$ cat config.mk
export PLATFORM = sky130hd
export DESIGN_NAME = utf8_punctuation_normalizer_unit
export DESIGN_NICKNAME = d
export VERILOG_FILES = /design/src/hw/rtl/upn_pkg.sv /design/src/hw/rtl/upn_core.sv /design/src/hw/rtl/upn_outq.sv /design/src/hw/rtl/utf8_punctuation_normalizer_unit.sv
export VERILOG_INCLUDE_DIRS = /design/src /design/src/hw/rtl
export SDC_FILE = /design/constraint.sdc
export NUM_CORES = 1
export LEC_CHECK = 0
export ABC_AREA = 1
export BUFFER_PORTS_ARGS = -buffer_cell sky130_fd_sc_hd__buf_2
export CAP_MARGIN = 20
export CORE_MARGIN = 4
export CORE_UTILIZATION = 45
export DETAILED_ROUTE_END_ITERATION = 7
export GPL_ROUTABILITY_DRIVEN = 0
export HOLD_SLACK_MARGIN = 0.03
export PLACE_DENSITY = 0.58
export SLEW_MARGIN = 20
export SYNTH_ARGS = -nofsm -noshare
export SYNTH_HDL_FRONTEND = slang
export SYNTH_SLANG_ARGS = --single-unit
$ cat constraint.sdc
create_clock -name clk_i -period 7.4 [get_ports clk_i]
set_input_delay 1.11 -clock clk_i [delete_from_list [all_inputs] [get_ports clk_i]]
set_output_delay 1.11 -clock clk_i [all_outputs]
set_load 0.005 [all_outputs]
$ cat src/hw/rtl/utf8_punctuation_normalizer_unit_defines.svh
// Assertion macros shared by the punctuation normalizer RTL.
// Each macro expects clk_i and rst_ni in the scope where it is used.
`ifndef UTF8_PUNCTUATION_NORMALIZER_UNIT_DEFINES_SVH
`define UTF8_PUNCTUATION_NORMALIZER_UNIT_DEFINES_SVH

// Condition holds at every clock edge outside reset.
`define UPN_ASSERT_ALWAYS(name, cond, msg) \
  name: assert property (@(posedge clk_i) disable iff (!rst_ni) (cond)) else $error(msg);

// Consequent holds in the same cycle as the antecedent.
`define UPN_ASSERT_IMPLIES(name, ante, cons, msg) \
  name: assert property (@(posedge clk_i) disable iff (!rst_ni) (ante) |-> (cons)) \
    else $error(msg);

// Consequent holds in the cycle after the antecedent.
`define UPN_ASSERT_NEXT(name, ante, cons, msg) \
  name: assert property (@(posedge clk_i) disable iff (!rst_ni) (ante) |=> (cons)) \
    else $error(msg);

`endif

$ cat src/hw/rtl/upn_pkg.sv
// Types, constants and helper functions of the UTF-8 punctuation normalizer.
// Used by upn_core, upn_outq and the top level; depends on nothing else.
package upn_pkg;

  typedef enum logic [1:0] {
    HQ_NONE,
    HQ_APOS,
    HQ_TICK
  } held_e;

  localparam logic [7:0] LEAD2_MASK = 8'hE0;
  localparam logic [7:0] LEAD2_VAL  = 8'hC0;
  localparam logic [7:0] LEAD3_MASK = 8'hF0;
  localparam logic [7:0] LEAD3_VAL  = 8'hE0;

  localparam logic [10:0] CP_NBSP   = 11'h0A0;
  localparam logic [15:0] CP_LSQUO  = 16'h2018;
  localparam logic [15:0] CP_RSQUO  = 16'h2019;
  localparam logic [15:0] CP_PRIME  = 16'h2032;
  localparam logic [15:0] CP_LDQUO  = 16'h201C;
  localparam logic [15:0] CP_RDQUO  = 16'h201D;
  localparam logic [15:0] CP_ENDASH = 16'h2013;
  localparam logic [15:0] CP_EMDASH = 16'h2014;
  localparam logic [15:0] CP_ELLIP  = 16'h2026;
  localparam logic [15:0] CP_SHY    = 16'h00AD;

  localparam logic [7:0] CH_APOS   = 8'h27;
  localparam logic [7:0] CH_TICK   = 8'h60;
  localparam logic [7:0] CH_DQUOTE = 8'h22;
  localparam logic [7:0] CH_SPACE  = 8'h20;
  localparam logic [7:0] CH_HYPHEN = 8'h2D;
  localparam logic [7:0] CH_DOT    = 8'h2E;

  localparam logic [2:0] RES_MAX = 3'd4;

  typedef struct packed {
    logic [3:0][7:0] bytes;
    logic [2:0]      cnt;
  } res_t;

  typedef struct packed {
    res_t res;
    logic last;
  } grp_t;

  typedef struct packed {
    res_t  res;
    held_e held;
  } fold_t;

  function automatic res_t push(res_t r, logic [7:0] b);
    res_t o;
    o = r;
    if (r.cnt < RES_MAX) begin
      o.bytes[r.cnt[1:0]] = b;
      o.cnt = r.cnt + 3'd1;
    end
    return o;
  endfunction

  function automatic fold_t flush(fold_t s);
    fold_t r;
    r = s;
    if (s.held == HQ_APOS) begin
      r.res = push(r.res, CH_APOS);
    end else if (s.held == HQ_TICK) begin
      r.res = push(r.res, CH_TICK);
    end
    r.held = HQ_NONE;
    return r;
  endfunction

  function automatic fold_t fold(fold_t s, logic [7:0] b);
    fold_t r;
    r = s;
    if (b == CH_APOS && s.held == HQ_APOS) begin
      r.held = HQ_NONE;
      r.res = push(r.res, CH_DQUOTE);
    end else if (b == CH_TICK && s.held == HQ_TICK) begin
      r.held = HQ_NONE;
      r.res = push(r.res, CH_DQUOTE);
    end else begin
      r = flush(r);
      if (b == CH_APOS) begin
        r.held = HQ_APOS;
      end else if (b == CH_TICK) begin
        r.held = HQ_TICK;
      end else begin
        r.res = push(r.res, b);
      end
    end
    return r;
  endfunction

endpackage

$ cat src/hw/rtl/upn_core.sv
// Sequence decoder, punctuation mapping and quote folding with their state.
// Depends on upn_pkg and the shared assertion macro header.
`include "utf8_punctuation_normalizer_unit_defines.svh"

module upn_core (
  input  logic          clk_i,
  input  logic          rst_ni,
  input  logic          adv_i,
  input  logic [7:0]    in_byte_i,
  input  logic          in_last_i,
  output upn_pkg::grp_t grp_o
);

  logic [7:0]     pf_q, pf_d;
  logic [7:0]     ps_q, ps_d;
  logic [1:0]     pend_cnt_q, pend_cnt_d;
  logic           triple_q, triple_d;
  upn_pkg::held_e held_q, held_d;

  logic [2:0][7:0] m;
  logic [1:0]      mcnt;
  logic [10:0]     cp2;
  logic [15:0]     cp3;
  upn_pkg::fold_t  st;

  assign cp2 = {pf_q[4:0], in_byte_i[5:0]};
  assign cp3 = {pf_q[3:0], ps_q[5:0], in_byte_i[5:0]};

  always_comb begin
    m          = '0;
    mcnt       = 2'd0;
    pf_d       = pf_q;
    ps_d       = ps_q;
    pend_cnt_d = pend_cnt_q;
    triple_d   = triple_q;
    priority if (pend_cnt_q == 2'd0) begin
      if (!in_byte_i[7]) begin
        m[0] = in_byte_i;
        mcnt = 2'd1;
      end else if ((in_byte_i & upn_pkg::LEAD2_MASK) == upn_pkg::LEAD2_VAL && !in_last_i) begin
        pf_d       = in_byte_i;
        pend_cnt_d = 2'd1;
        triple_d   = 1'b0;
      end else if ((in_byte_i & upn_pkg::LEAD3_MASK) == upn_pkg::LEAD3_VAL && !in_last_i) begin
        pf_d       = in_byte_i;
        pend_cnt_d = 2'd1;
        triple_d   = 1'b1;
      end else begin
        m[0] = in_byte_i;
        mcnt = 2'd1;
      end
    end else if (pend_cnt_q == 2'd1 && !triple_q) begin
      if (cp2 == upn_pkg::CP_NBSP) begin
        m[0] = upn_pkg::CH_SPACE;
        mcnt = 2'd1;
      end else begin
        m[0] = pf_q;
        m[1] = in_byte_i;
        mcnt = 2'd2;
      end
      pend_cnt_d = 2'd0;
    end else if (pend_cnt_q == 2'd1) begin
      if (in_last_i) begin
        m[0]       = pf_q;
        m[1]       = in_byte_i;
        mcnt       = 2'd2;
        pend_cnt_d = 2'd0;
      end else begin
        ps_d       = in_byte_i;
        pend_cnt_d = 2'd2;
      end
    end else begin
      if (cp3 == upn_pkg::CP_LSQUO || cp3 == upn_pkg::CP_RSQUO ||
          cp3 == upn_pkg::CP_PRIME) begin
        m[0] = upn_pkg::CH_APOS;
        mcnt = 2'd1;
      end else if (cp3 == upn_pkg::CP_LDQUO || cp3 == upn_pkg::CP_RDQUO) begin
        m[0] = upn_pkg::CH_DQUOTE;
        mcnt = 2'd1;
      end else if (cp3 == upn_pkg::CP_ENDASH || cp3 == upn_pkg::CP_EMDASH) begin
        m[0] = upn_pkg::CH_SPACE;
        m[1] = upn_pkg::CH_HYPHEN;
        m[2] = upn_pkg::CH_SPACE;
        mcnt = 2'd3;
      end else if (cp3 == upn_pkg::CP_ELLIP) begin
        m[0] = upn_pkg::CH_DOT;
        m[1] = upn_pkg::CH_DOT;
        m[2] = upn_pkg::CH_DOT;
        mcnt = 2'd3;
      end else if (cp3 == upn_pkg::CP_SHY) begin
        mcnt = 2'd0;
      end else begin
        m[0] = pf_q;
        m[1] = ps_q;
        m[2] = in_byte_i;
        mcnt = 2'd3;
      end
      pend_cnt_d = 2'd0;
    end

    st.res  = '0;
    st.held = held_q;
    for (int i = 0; i < 3; i++) begin
      if (2'(i) < mcnt) begin
        st = upn_pkg::fold(st, m[i]);
      end
    end
    if (in_last_i) begin
      st         = upn_pkg::flush(st);
      pend_cnt_d = 2'd0;
    end
    if (pend_cnt_d == 2'd0) begin
      pf_d     = '0;
      ps_d     = '0;
      triple_d = 1'b0;
    end
    held_d = st.held;
  end

  assign grp_o.res  = st.res;
  assign grp_o.last = in_last_i;

  always_ff @(posedge clk_i or negedge rst_ni) begin
    if (!rst_ni) begin
      pf_q       <= '0;
      ps_q       <= '0;
      pend_cnt_q <= 2'd0;
      triple_q   <= 1'b0;
      held_q     <= upn_pkg::HQ_NONE;
    end else if (adv_i) begin
      pf_q       <= pf_d;
      ps_q       <= ps_d;
      pend_cnt_q <= pend_cnt_d;
      triple_q   <= triple_d;
      held_q     <= held_d;
    end
  end

  `UPN_ASSERT_ALWAYS(a_pend_cnt_range, pend_cnt_q != 2'd3, "pending count out of range")
  `UPN_ASSERT_NEXT(a_end_clears, adv_i && in_last_i, pend_cnt_q == 2'd0 && held_q == upn_pkg::HQ_NONE, "state not cleared after end of text")
  `UPN_ASSERT_NEXT(a_triple_done, adv_i && pend_cnt_q == 2'd2, pend_cnt_q == 2'd0, "three-byte sequence not closed")

endmodule

$ cat src/hw/rtl/upn_outq.sv
// Result group register that hands out one beat per cycle on the master side while m_axis_tready_i is high.
// Depends on upn_pkg and the shared assertion macro header.
`include "utf8_punctuation_normalizer_unit_defines.svh"

module upn_outq (
  input  logic          clk_i,
  input  logic          rst_ni,
  input  logic          adv_i,
  input  upn_pkg::grp_t grp_i,
  output logic          free_o,
  output logic          m_axis_tvalid_o,
  input  logic          m_axis_tready_i,
  output logic [7:0]    m_axis_tdata_o,
  output logic [1:0]    m_axis_tuser_o,
  output logic          m_axis_tlast_o
);

  logic            valid_q, valid_d;
  logic [3:0][7:0] bytes_q, bytes_d;
  logic [2:0]      cnt_q, cnt_d;
  logic [1:0]      idx_q, idx_d;
  logic            empty_q, empty_d;
  logic            last_q, last_d;
  logic            last_beat;
  logic            take;
  logic            load;

  assign last_beat = ({1'b0, idx_q} + 3'd1) == cnt_q;
  assign take      = valid_q && m_axis_tready_i;
  assign free_o    = !valid_q || (m_axis_tready_i && last_beat);
  assign load      = adv_i && (grp_i.res.cnt != 3'd0 || grp_i.last);

  always_comb begin
    valid_d = valid_q;
    bytes_d = bytes_q;
    cnt_d   = cnt_q;
    idx_d   = idx_q;
    empty_d = empty_q;
    last_d  = last_q;
    if (load) begin
      valid_d = 1'b1;
      bytes_d = grp_i.res.bytes;
      empty_d = grp_i.res.cnt == 3'd0;
      cnt_d   = (grp_i.res.cnt == 3'd0) ? 3'd1 : grp_i.res.cnt;
      last_d  = grp_i.last;
      idx_d   = 2'd0;
    end else if (take && last_beat) begin
      valid_d = 1'b0;
    end else if (take) begin
      idx_d = idx_q + 2'd1;
    end
  end

  always_ff @(posedge clk_i or negedge rst_ni) begin
    if (!rst_ni) begin
      valid_q <= 1'b0;
      cnt_q   <= 3'd1;
      idx_q   <= 2'd0;
      empty_q <= 1'b0;
      last_q  <= 1'b0;
    end else begin
      valid_q <= valid_d;
      cnt_q   <= cnt_d;
      idx_q   <= idx_d;
      empty_q <= empty_d;
      last_q  <= last_d;
    end
  end

  always_ff @(posedge clk_i) begin
    bytes_q <= bytes_d;
  end

  assign m_axis_tvalid_o = valid_q;
  assign m_axis_tdata_o  = empty_q ? 8'h00 : bytes_q[idx_q];
  assign m_axis_tlast_o  = last_beat;
  assign m_axis_tuser_o  = {last_beat && last_q, !empty_q};

  `UPN_ASSERT_IMPLIES(a_cnt_nonzero, valid_q, cnt_q != 3'd0, "group with no beats")
  `UPN_ASSERT_IMPLIES(a_idx_in_range, valid_q, {1'b0, idx_q} < cnt_q, "beat index past group end")
  `UPN_ASSERT_NEXT(a_group_continues, take && !last_beat, valid_q, "group dropped before its last beat")

endmodule

$ cat src/hw/rtl/utf8_punctuation_normalizer_unit.sv
// An accepted beat waits in the input register until the result register is free; then its
// result group is loaded into the result register and shown. Throughput: one input beat per
// cycle while each byte yields at most one result and the master side is ready; a byte that
// yields more results holds the input until the result register has drained them one beat
// per cycle. Reset empties both registers and clears all pending sequence and quote state.
module utf8_punctuation_normalizer_unit (
  input  logic       clk_i,
  input  logic       rst_ni,
  input  logic       s_axis_tvalid_i,
  output logic       s_axis_tready_o,
  input  logic [7:0] s_axis_tdata_i,   // [7:0] in_byte
  input  logic       s_axis_tlast_i,
  output logic       m_axis_tvalid_o,
  input  logic       m_axis_tready_i,
  output logic [7:0] m_axis_tdata_o,   // [7:0] out_byte
  output logic [1:0] m_axis_tuser_o,   // [0] byte_valid, [1] text_end
  output logic       m_axis_tlast_o
);

  logic          in_valid_q;
  logic [7:0]    in_byte_q;
  logic          in_last_q;
  logic          free;
  logic          adv;
  upn_pkg::grp_t grp;

  assign adv             = in_valid_q && free;
  assign s_axis_tready_o = !in_valid_q || free;

  always_ff @(posedge clk_i or negedge rst_ni) begin
    if (!rst_ni) begin
      in_valid_q <= 1'b0;
    end else if (s_axis_tvalid_i && s_axis_tready_o) begin
      in_valid_q <= 1'b1;
    end else if (adv) begin
      in_valid_q <= 1'b0;
    end
  end

  always_ff @(posedge clk_i) begin
    if (s_axis_tvalid_i && s_axis_tready_o) begin
      in_byte_q <= s_axis_tdata_i;
      in_last_q <= s_axis_tlast_i;
    end
  end

  upn_core u_core (
    .clk_i     (clk_i),
    .rst_ni    (rst_ni),
    .adv_i     (adv),
    .in_byte_i (in_byte_q),
    .in_last_i (in_last_q),
    .grp_o     (grp)
  );

  upn_outq u_outq (
    .clk_i           (clk_i),
    .rst_ni          (rst_ni),
    .adv_i           (adv),
    .grp_i           (grp),
    .free_o          (free),
    .m_axis_tvalid_o (m_axis_tvalid_o),
    .m_axis_tready_i (m_axis_tready_i),
    .m_axis_tdata_o  (m_axis_tdata_o),
    .m_axis_tuser_o  (m_axis_tuser_o),
    .m_axis_tlast_o  (m_axis_tlast_o)
  );

endmodule
==> flow_summary.yaml, run 1 <==
cts:
  cts_buffer_depth: 2
  path_clk_slew_ns: 0.06
  htree_levels: 3
  numCtsBuffers: 9
  numClockSinks: 71
  clk_latency_ns: 0.35
  cts_tree: "yes"
  cts_root_buf: "clkbuf_16"
pwr:
  leakage_nw: 3.791
  peakVddDrop_v: 0.0001615
  pwr-share-clk_pct: 13.3
  powerDensity_nw_per_um2: 400.0
  seqPwrFrac_pct: 24.3
  switchingPower_mw: 1.644
  internal-power_mw: 1.471
  p_sw_share_pct: 52.79
  total_power_mw: 3.115
  power.share.combinational_pct: 62.4
sta:
  tightest_slew_ns: 1.037
  finalSetupViolations: 0
  rsz0062_at_grt: "no"
  slew_headroom_pct: 30.23
  skew_ns: 0.01456
  period_needed_ns: 6.732
  finalWorstSetupSlack_ns: 0.6681
  hold_viol: 0
  holdWs_ns: 0.4820
  clock.fmax_mhz: 148.5
  drv_slew: 0
  fin_setup_tns_ns: 0
  post-route-period-util_pct: 90.97
synthesis:
  synthTopCellsByArea: "edfxtp_1, nand2_1, dfrtp_1"
  async_flop_share_pct: 42.25
  synth_edf_count: 41
  synthCells: 1063
  yosysSeqAreaShare_pct: 28.02
  yosys_register_bits: 71
  yosys_warnings: 0
  synth_top_cell_by_area: "edfxtp_1"
  syn_area_um2: 7077
  netlist.area_leader.share_pct: 17.40
  avgSynthCellArea_um2: 6.657
  synthFlopType: "edfxtp_1"
  synth_cell_types: 61
  syn_nets: 1101
die:
  die_h_um: 133.4
  core_um2: 15310
  dieArea_um2: 17800
  num_rows: 45
  die_x_um: 133.4
  start_util_pct: 46.21
  io_pins: 26
setup_path:
  r2r_end: "u_outq.bytes_q[9]$_DFFE_PP_"
  crit_end: "u_outq.bytes_q[9]$_DFFE_PP_"
  worstPathRequired_ns: 7.45
  startpoint_type: "register"
  critical_path_class: "register to register"
  worstPathArrival_ns: 6.79
  reg2regPathDepth: 49
  crit_path_max_incr_delay_ns: 0.49
  crit_path_end_kind: "register"
  path_max_fanout: 17
  cp_common_cell: "nand2_1"
  cpMaxStageDelayCell: "dfrtp_2"
  r2r_setup_slack_ns: 0.67
  reg2reg_from: "u_core.pend_cnt_q[1]$_DFFE_PN0P_"
  startpoint: "u_core.pend_cnt_q[1]$_DFFE_PN0P_"
final_layout:
  nets: 1131
  area_delta_synth_final_pct: 10.04
  drive_gt1_share_pct: 15.76
  utilization_pct: 50.85
  final_common_cell: "nand2_1"
  num_antenna_cells: 0
  layout_common_cells: "nand2_1, inv_1, nor2_1"
global_route:
  grt_max_degree: 35
  grt_pass1_vias: 6623
  grt_first_pass_wirelength_mm: 36.92
  antenna_found_initial: 0
  track_usage_pct: 26.17
  grt.overflow.total: 0
routing:
  wl_mm: 23.38
  initialDrtViolationCount: 921
  wl_per_cell_um: 17.86
  num_vias: 7417
  route.antenna.remaining_nets: 0
  dr.pass1.iters: 6
  vias_per_cell: 5.666
  drc_errors: 0
placed_design:
  dpl.hpwl_mm: 18.71
  place_ws_ns: 0.2284
  port_buffers: 25
min_path:
  hp-class: "register to register"
job:
  drv_cap: 0
outcome:
  status: "finished, final reports clean"
==> what timing repair did <==
action                     4_1_cts  5_1_grt
gates resized for setup          0        9
hold buffers                     0        0
buffers inserted                 0        9
setup endpoints to repair        0       39
==> power by group through the flow <==
| stage | sequential, mW | clock [mW] | combinational, mW |
|---|---|---|---|
| floorplan | 0.710 | 0 | 1.40 |
| global placement | 0.769 | 0 | 1.85 |
| detailed placement | 0.769 | 0 | 1.85 |
| CTS | 0.763 | 0.421 | 1.85 |
| global route | 0.780 | 0.444 | 2.17 |
| finish | 0.758 | 0.414 | 1.94 |
==> layer usage <==
layer / GRT usage [%] / share of wire [%] / vias up
met1: 38.90 / 45 / 3345
met3: 3.323 / 9.2 / 57
met5: 0 / 0 / -
li1: - / - / 3608
met2: 38.49 / 43 / 407
met4: 10.40 / 3.3 / 0
==> cell families (layout without fill, tap and decap cells) <==
logic type / count (synthesis) / count (layout) / share of synthesized area [%]
and+or+nand+nor: 538 / 539 / 36.00
xor gates and xnor gates: 4 / 4 / 0.4951
DFF: 71 / 71 / 28.02
muxes: 1 / 1 / 0.1591
buffers and inverters: 195 / 229 / 10.70
AOI/OAI and AO/OA: 229 / 229 / 20.21
adders and majority gates: 25 / 25 / 4.420
==> layout make-up <==
cell class,instances,area (µm²)
sequential,71,1984
fill,1608,7527
timing repair buffer,37,215.2
clock inverter,7,51.30
clock buffer,9,225.2
inverter,176,666.9
tap,211,264.0
multi-input combinational,798,4380
==> worst max-delay path: cells and delay by family (launching register included) <==
kind                     cells  cell delay [ns]
AO/OA/AOI/OAI                1             0.30
buffers and inverters       10             0.57
flip-flops                   1             0.49
AND/OR/NAND/NOR             32             3.32
adder cells (fa/ha/maj)      6             1.68
==> sequential cells by signal, summed over array words and instances (netlist names) <==
name                    flops
u_outq.cnt_q                3
u_outq.last_q               1
u_outq.bytes_q             32
u_core.triple_q             1
u_outq.empty_q              1
in_byte_q                   8
u_outq.idx_q                2
u_core.held_q               2
in_last_q                   1
u_core.pf_q                 8
in_valid_q                  1
u_outq.m_axis_tvalid_o      1
u_core.pend_cnt_q           2
u_core.ps_q                 8
==> worst min-delay path by stage <==
stage | from | end | slack, ns | depth (start not counted)
finish | u_outq.last_q$_DFFE_PN0P_ | u_outq.last_q$_DFFE_PN0P_ | 0.48 | 2
CTS | u_outq.last_q$_DFFE_PN0P_ | u_outq.last_q$_DFFE_PN0P_ | 0.49 | 2
floorplan | u_outq.last_q$_DFFE_PN0P_ | u_outq.last_q$_DFFE_PN0P_ | 0.44 | 2
global placement | u_outq.last_q$_DFFE_PN0P_ | u_outq.last_q$_DFFE_PN0P_ | 0.48 | 2
global route | u_outq.last_q$_DFFE_PN0P_ | u_outq.last_q$_DFFE_PN0P_ | 0.51 | 2
detailed placement | u_outq.last_q$_DFFE_PN0P_ | u_outq.last_q$_DFFE_PN0P_ | 0.47 | 2
==> cells in the mapped netlist, types with 3 or more instances <==
| library cell | instances |
|---|---|
| edfxtp_1 | 41 |
| dfrtp_1 | 29 |
| a22oi_1 | 5 |
| and3_1 | 3 |
| inv_1 | 151 |
| o21ai_0 | 98 |
| o21ai_1 | 3 |
| buf_2 | 3 |
| nand2_4 | 13 |
| nand3_1 | 74 |
| nand3_2 | 12 |
| a32oi_1 | 3 |
| nor2_4 | 4 |
| a21oi_2 | 3 |
| nand2_1 | 240 |
| o32ai_1 | 4 |
| ha_1 | 25 |
| o31ai_1 | 8 |
| nor4_1 | 4 |
| nor2_1 | 115 |
| a31oi_1 | 6 |
| inv_2 | 20 |
| nor3_1 | 13 |
| clkbuf_1 | 11 |
| o221ai_1 | 5 |
| o22ai_1 | 11 |
| a21oi_1 | 44 |
| o211ai_1 | 19 |
| nor2_2 | 18 |
| o21ai_2 | 3 |
| nand2_2 | 23 |
| nand4_1 | 13 |
==> per-stage QoR <==
step | std cells | instance area, µm²
2_1_floorplan | 1063 | 7077
3_3_place_gp | 1283 | 7398
5_1_grt | 1309 | 7787
4_1_cts | 1299 | 7675
3_5_place_dp | 1283 | 7398
6_report | 1309 | 7787
Power figures use the tool's default switching activity.
==> run 2: changes to the inputs <==
--- a/config.mk
+++ b/config.mk
@@ -9,12 +9,14 @@
 export ABC_AREA = 1
 export BUFFER_PORTS_ARGS = -buffer_cell sky130_fd_sc_hd__buf_2
 export CAP_MARGIN = 20
+export CORE_ASPECT_RATIO = 0.75
 export CORE_MARGIN = 4
 export CORE_UTILIZATION = 45
 export DETAILED_ROUTE_END_ITERATION = 7
 export GPL_ROUTABILITY_DRIVEN = 0
 export HOLD_SLACK_MARGIN = 0.03
 export PLACE_DENSITY = 0.58
+export SKIP_CTS_REPAIR_TIMING = 1
 export SLEW_MARGIN = 20
 export SYNTH_ARGS = -nofsm -noshare
 export SYNTH_HDL_FRONTEND = slang
==> constraint.sdc (replaced) <==
create_clock -name clk_i -period 6.9 [get_ports clk_i]
set_input_delay 1.035 -clock clk_i [delete_from_list [all_inputs] [get_ports clk_i]]
set_output_delay 1.035 -clock clk_i [all_outputs]
set_load 0.005 [all_outputs]
==> run 2 against run 1 <==
Effect of this change: combinational power is 21% higher; sequential cell count is the same; via count is 1.4% higher; clock power rose by 21%; global-route usage increased by 0.90 points; critical path depth increased by 1; non-clock buffer count up 29; critical path type unchanged; largest cell class unchanged; largest power group unchanged; highest routed layer unchanged.
==> flow_summary.yaml, run 2 (synthesis results as in run 1) <==
global_route:
  track_usage_pct: 27.07
  grt_pass1_vias: 6705
  grt_first_pass_wirelength_mm: 37.96
  antenna_found_initial: 0
  grt_max_degree: 35
  grt.overflow.total: 0
sta:
  clock.fmax_mhz: 154.4
  post-route-period-util_pct: 93.86
  tightest_slew_ns: 1.088
  period_needed_ns: 6.476
  skew_ns: 0.006764
  finalSetupViolations: 0
  drv_slew: 0
  slew_headroom_pct: 27.21
  hold_viol: 0
  fin_setup_tns_ns: 0
  holdWs_ns: 0.4875
cts:
  cts_root_buf: "clkbuf_16"
  path_clk_slew_ns: 0.06
  htree_levels: 3
  cts_buffer_depth: 2
  numCtsBuffers: 9
  cts_tree: "yes"
  clk_latency_ns: 0.34
  numClockSinks: 71
setup_path:
  worstPathArrival_ns: 6.53
  crit_path_max_incr_delay_ns: 0.47
  startpoint: "in_byte_q[5]$_DFFE_PP_"
  worstPathRequired_ns: 6.96
  path_max_fanout: 8
  r2r_setup_slack_ns: 0.42
  cpMaxStageDelayCell: "edfxtp_1"
  cp_common_cell: "nand2_1"
  startpoint_type: "register"
  reg2reg_from: "in_byte_q[5]$_DFFE_PP_"
  critical_path_class: "register to register"
  crit_path_end_kind: "register"
routing:
  route.antenna.remaining_nets: 0
  wl_mm: 24.70
  wl_per_cell_um: 18.50
  drc_errors: 0
  vias_per_cell: 5.634
  dr.pass1.iters: 6
  initialDrtViolationCount: 790
  num_vias: 7521
pwr:
  leakage_nw: 3.991
  peakVddDrop_v: 0.0001899
  powerDensity_nw_per_um2: 444.5
  total_power_mw: 3.670
placed_design:
  port_buffers: 25
  dpl.hpwl_mm: 19.42
min_path:
  hold_start: "u_outq.last_q$_DFFE_PN0P_"
  hp-class: "register to register"
final_layout:
  num_antenna_cells: 0
  nets: 1163
  area_delta_synth_final_pct: 16.65
  regMostFlops: "u_outq.bytes_q"
  drive_gt1_share_pct: 19.73
  largest_reg_flops: 32
  layout_common_cells: "nand2_1, inv_1, nor2_1"
  final_common_cell: "nand2_1"
die:
  die_h_um: 116.6
  core_um2: 15320
  io_pins: 26
  num_rows: 39
  start_util_pct: 46.19
  dieArea_um2: 17820
  die_x_um: 152.8
job:
  drv_cap: 0
outcome:
  status: "finished, final reports clean"
[run 2: metrics by stage]
stage | cell area (µm²) | utilization (%) | worst slack, ns | cells
2_1_floorplan | 7077 | - | 0.8586 | 1063
3_3_place_gp | 7488 | 48.87 | -0.03604 | 1290
3_5_place_dp | 7488 | 48.87 | -0.07033 | 1290
4_1_cts | 7811 | 50.98 | -0.1392 | 1306
5_1_grt | 8255 | 53.88 | -0.07925 | 1335
6_report | 8255 | 53.88 | 0.4236 | 1335
[run 2: power by group]
| part | total (mW) | switching [mW] | internal (mW) |
|---|---|---|---|
| Clock | 0.499 | 0.180 | 0.319 |
| Combinational | 2.35 | 1.58 | 0.766 |
| Sequential | 0.822 | 0.124 | 0.698 |
[run 2: area by class of cell]
| class | instances | area, µm² |
|---|---|---|
| Fill cell | 1552 | 7067 |
| Multi-Input combinational cell | 801 | 4573 |
| Sequential cell | 71 | 1983 |
| Inverter | 176 | 666.9 |
| Timing Repair Buffer | 66 | 452.9 |
| Tap cell | 205 | 256.5 |
| Clock buffer | 10 | 229.0 |
| Clock inverter | 6 | 93.84 |
[run 2: path summary, 6_finish.rpt]
kind	depth (start not counted)	end
setup / recovery	50	u_outq.bytes_q[27]$_DFFE_PP_
hold / removal	2	u_outq.last_q$_DFFE_PN0P_
setup reg to reg	50	u_outq.bytes_q[27]$_DFFE_PP_
hold reg to reg	2	u_outq.last_q$_DFFE_PN0P_
max in group asynchronous	1	u_outq.empty_q$_DFFE_PN0P_
min in group asynchronous	1	u_core.pf_q[0]$_DFFE_PN0P_
[run 2: routing by layer]
metal	vias to the layer above	global-route usage, %	wire length (µm)
met5	-	0	0
met4	0	4.866	250
met3	25	7.630	2822
met2	372	38.14	9981
met1	3452	41.42	11650
li1	3672	-	-
[run 2: worst max-delay path, delay by kind of cell, from the launching register on]
kind	cells	cell delay (ns)
buffers and inverters	10	0.57
adders and majority gates	6	1.64
DFF	1	0.47
and+or+nand+nor	34	3.49
==> run 3: changes to the inputs <==
--- a/config.mk
+++ b/config.mk
@@ -8,7 +8,6 @@
 export LEC_CHECK = 0
 export ABC_AREA = 1
 export BUFFER_PORTS_ARGS = -buffer_cell sky130_fd_sc_hd__buf_2
-export CAP_MARGIN = 20
 export CORE_ASPECT_RATIO = 0.75
 export CORE_MARGIN = 4
 export CORE_UTILIZATION = 45
==> constraint.sdc (replaced) <==
create_clock -name clk_i -period 7.8 [get_ports clk_i]
set_input_delay 1.17 -clock clk_i [delete_from_list [all_inputs] [get_ports clk_i]]
set_output_delay 1.17 -clock clk_i [all_outputs]
set_load 0.005 [all_outputs]
==> run 3 against run 2 <==
Effect of this change: critical path depth up 1; sequential cell count unchanged; maximum frequency down 8.0%; highest routed layer unchanged.
==> flow_summary.yaml, run 3 (synthesis results as in run 1) <==
outcome:
  status: "finished, final reports clean"
setup_path:
  worstPathArrival_ns: 7.04
  worstPathRequired_ns: 7.80
  startpoint_type: "register"
  cpMaxStageDelayCell: "edfxtp_1"
  r2r_setup_slack_ns: 0.76
  path_max_fanout: 34
  reg2reg_from: "in_byte_q[1]$_DFFE_PP_"
  reg2regPathDepth: 51
  critical_path_class: "register to register"
  cp_common_cell: "nand2_1"
  crit_path_max_incr_delay_ns: 0.58
  crit_path_end_kind: "register"
  r2r_end: "u_outq.bytes_q[29]$_DFFE_PP_"
pwr:
  pwr-share-clk_pct: 14.6
  powerDensity_nw_per_um2: 387.8
  internal-power_mw: 1.431
  p_sw_share_pct: 52.38
  peakVddDrop_v: 0.0001545
  seqPwrFrac_pct: 24.2
  switchingPower_mw: 1.574
  power.share.combinational_pct: 61.2
  leakage_nw: 3.770
placed_design:
  placed_cells: 1276
  port_buffers: 25
  dpl.hpwl_mm: 19.29
final_layout:
  regMostFlops: "u_outq.bytes_q"
  final_common_cell: "nand2_1"
  final_cells: 1295
  drive_gt1_share_pct: 14.59
  largest_reg_flops: 32
  num_antenna_cells: 0
  area_delta_synth_final_pct: 9.477
  layout_common_cells: "nand2_1, inv_1, nor2_1"
  nets: 1123
routing:
  wl_mm: 23.81
  route.antenna.remaining_nets: 0
  dr_wl_met3_mm: 2.583
  vias_per_cell: 5.768
  m1WireLength_mm: 11.71
  wl_per_cell_um: 18.39
  dr.pass1.iters: 6
  initialDrtViolationCount: 899
  num_vias: 7469
  highest_layer: "met4"
  dr_wl_met2_mm: 9.205
  drc_errors: 0
global_route:
  antenna_found_initial: 0
  grt_pass1_vias: 6606
  grt_max_degree: 35
  grt_first_pass_wirelength_mm: 37.82
  grt.overflow.total: 0
  track_usage_pct: 26.72
cts:
  htree_levels: 3
  clk_latency_ns: 0.33
  numClockSinks: 71
  cts_tree: "yes"
  cts_root_buf: "clkbuf_16"
  cts_buffer_depth: 2
  path_clk_slew_ns: 0.07
  numCtsBuffers: 9
sta:
  fin_setup_tns_ns: 0
  clock.fmax_mhz: 142.1
  holdWs_ns: 0.4951
  post-route-period-util_pct: 90.25
  hold_viol: 0
  tightest_slew_ns: 1.089
  slew_headroom_pct: 26.80
  period_needed_ns: 7.040
  skew_ns: 0.01327
  finalSetupViolations: 0
  drv_slew: 0
  rsz0062_at_grt: "no"
die:
  die_x_um: 152.8
  die_h_um: 116.6
  io_pins: 26
  start_util_pct: 46.19
  num_rows: 39
  core_um2: 15320
  dieArea_um2: 17820
min_path:
  hold_start: "u_outq.cnt_q[0]$_DFFE_PN1P_"
  hp-class: "register to register"
  holdPathStages: 2
  whs_endpoint: "u_outq.cnt_q[0]$_DFFE_PN1P_"
job:
  drv_cap: 0
-- run 3: cell count changes in the layout (fill, tap and decap cells not counted), sizes merged --
| cell | change |
|---|---|
| bufinv | -1 |
| inv | +3 |
| clkinv | -1 |
| buf | -36 |
| nand2 | -4 |
| clkinvlp | -1 |
-- run 3: through the flow --
stage	utilization (%)	setup WS [ns]	cell area, µm²	power, mW
5_1_grt	50.56	0.09089	7747	3.252
3_3_place_gp	48.19	0.7049	7383	2.511
4_1_cts	50.28	0.5847	7704	2.944
6_report	50.56	0.7603	7747	3.004
3_5_place_dp	48.19	0.6453	7383	2.497
2_1_floorplan	-	1.759	7077	2.003
-- run 3: routing by layer --
layer / vias up / global-route usage [%]
li1: 3587 / -
met1: 3416 / 42.68
met2: 431 / 37.03
met5: - / 0
met3: 35 / 5.593
met4: 0 / 4.510
-- run 3: worst max path at each step --
stage / end / cells after the start / slack [ns] / start
6_report: u_outq.bytes_q[29]$_DFFE_PP_ / 51 / 0.76 / in_byte_q[1]$_DFFE_PP_
5_1_grt: u_outq.bytes_q[29]$_DFFE_PP_ / 51 / 0.09 / in_byte_q[1]$_DFFE_PP_
4_1_cts: u_outq.bytes_q[29]$_DFFE_PP_ / 49 / 0.58 / u_core.pend_cnt_q[1]$_DFFE_PN0P_
3_5_place_dp: u_outq.bytes_q[8]$_DFFE_PP_ / 49 / 0.65 / u_core.pend_cnt_q[1]$_DFFE_PN0P_
3_3_place_gp: u_outq.bytes_q[26]$_DFFE_PP_ / 49 / 0.70 / u_core.pend_cnt_q[1]$_DFFE_PN0P_
2_1_floorplan: u_outq.bytes_q[0]$_DFFE_PP_ / 53 / 1.76 / u_core.pend_cnt_q[1]$_DFFE_PN0P_
-- run 3: power by group through the flow --
stage	sequential (mW)	clock [mW]	combinational, mW
6_report	0.728	0.439	1.84
5_1_grt	0.747	0.464	2.04
4_1_cts	0.727	0.445	1.77
3_5_place_dp	0.733	0	1.76
3_3_place_gp	0.736	0	1.78
2_1_floorplan	0.673	0	1.33
-- run 3: area by class of cell --
class / count / area (µm²)
clock buffer: 10 / 250.2
clock inverter: 6 / 70.07
fill: 1585 / 7575
inverter: 176 / 666.9
multi-input combinational: 797 / 4345
sequential: 71 / 1983
tap: 205 / 256.5
timing repair buffer: 30 / 175.2
-- run 3: critical path: cells and delay by family, from the launching register on --
kind            cells  cell delay [ns]
simple gates       35             3.69
buf+inv             9             0.55
fa+ha+maj           6             1.67
flops               1             0.58
compound gates      1             0.23
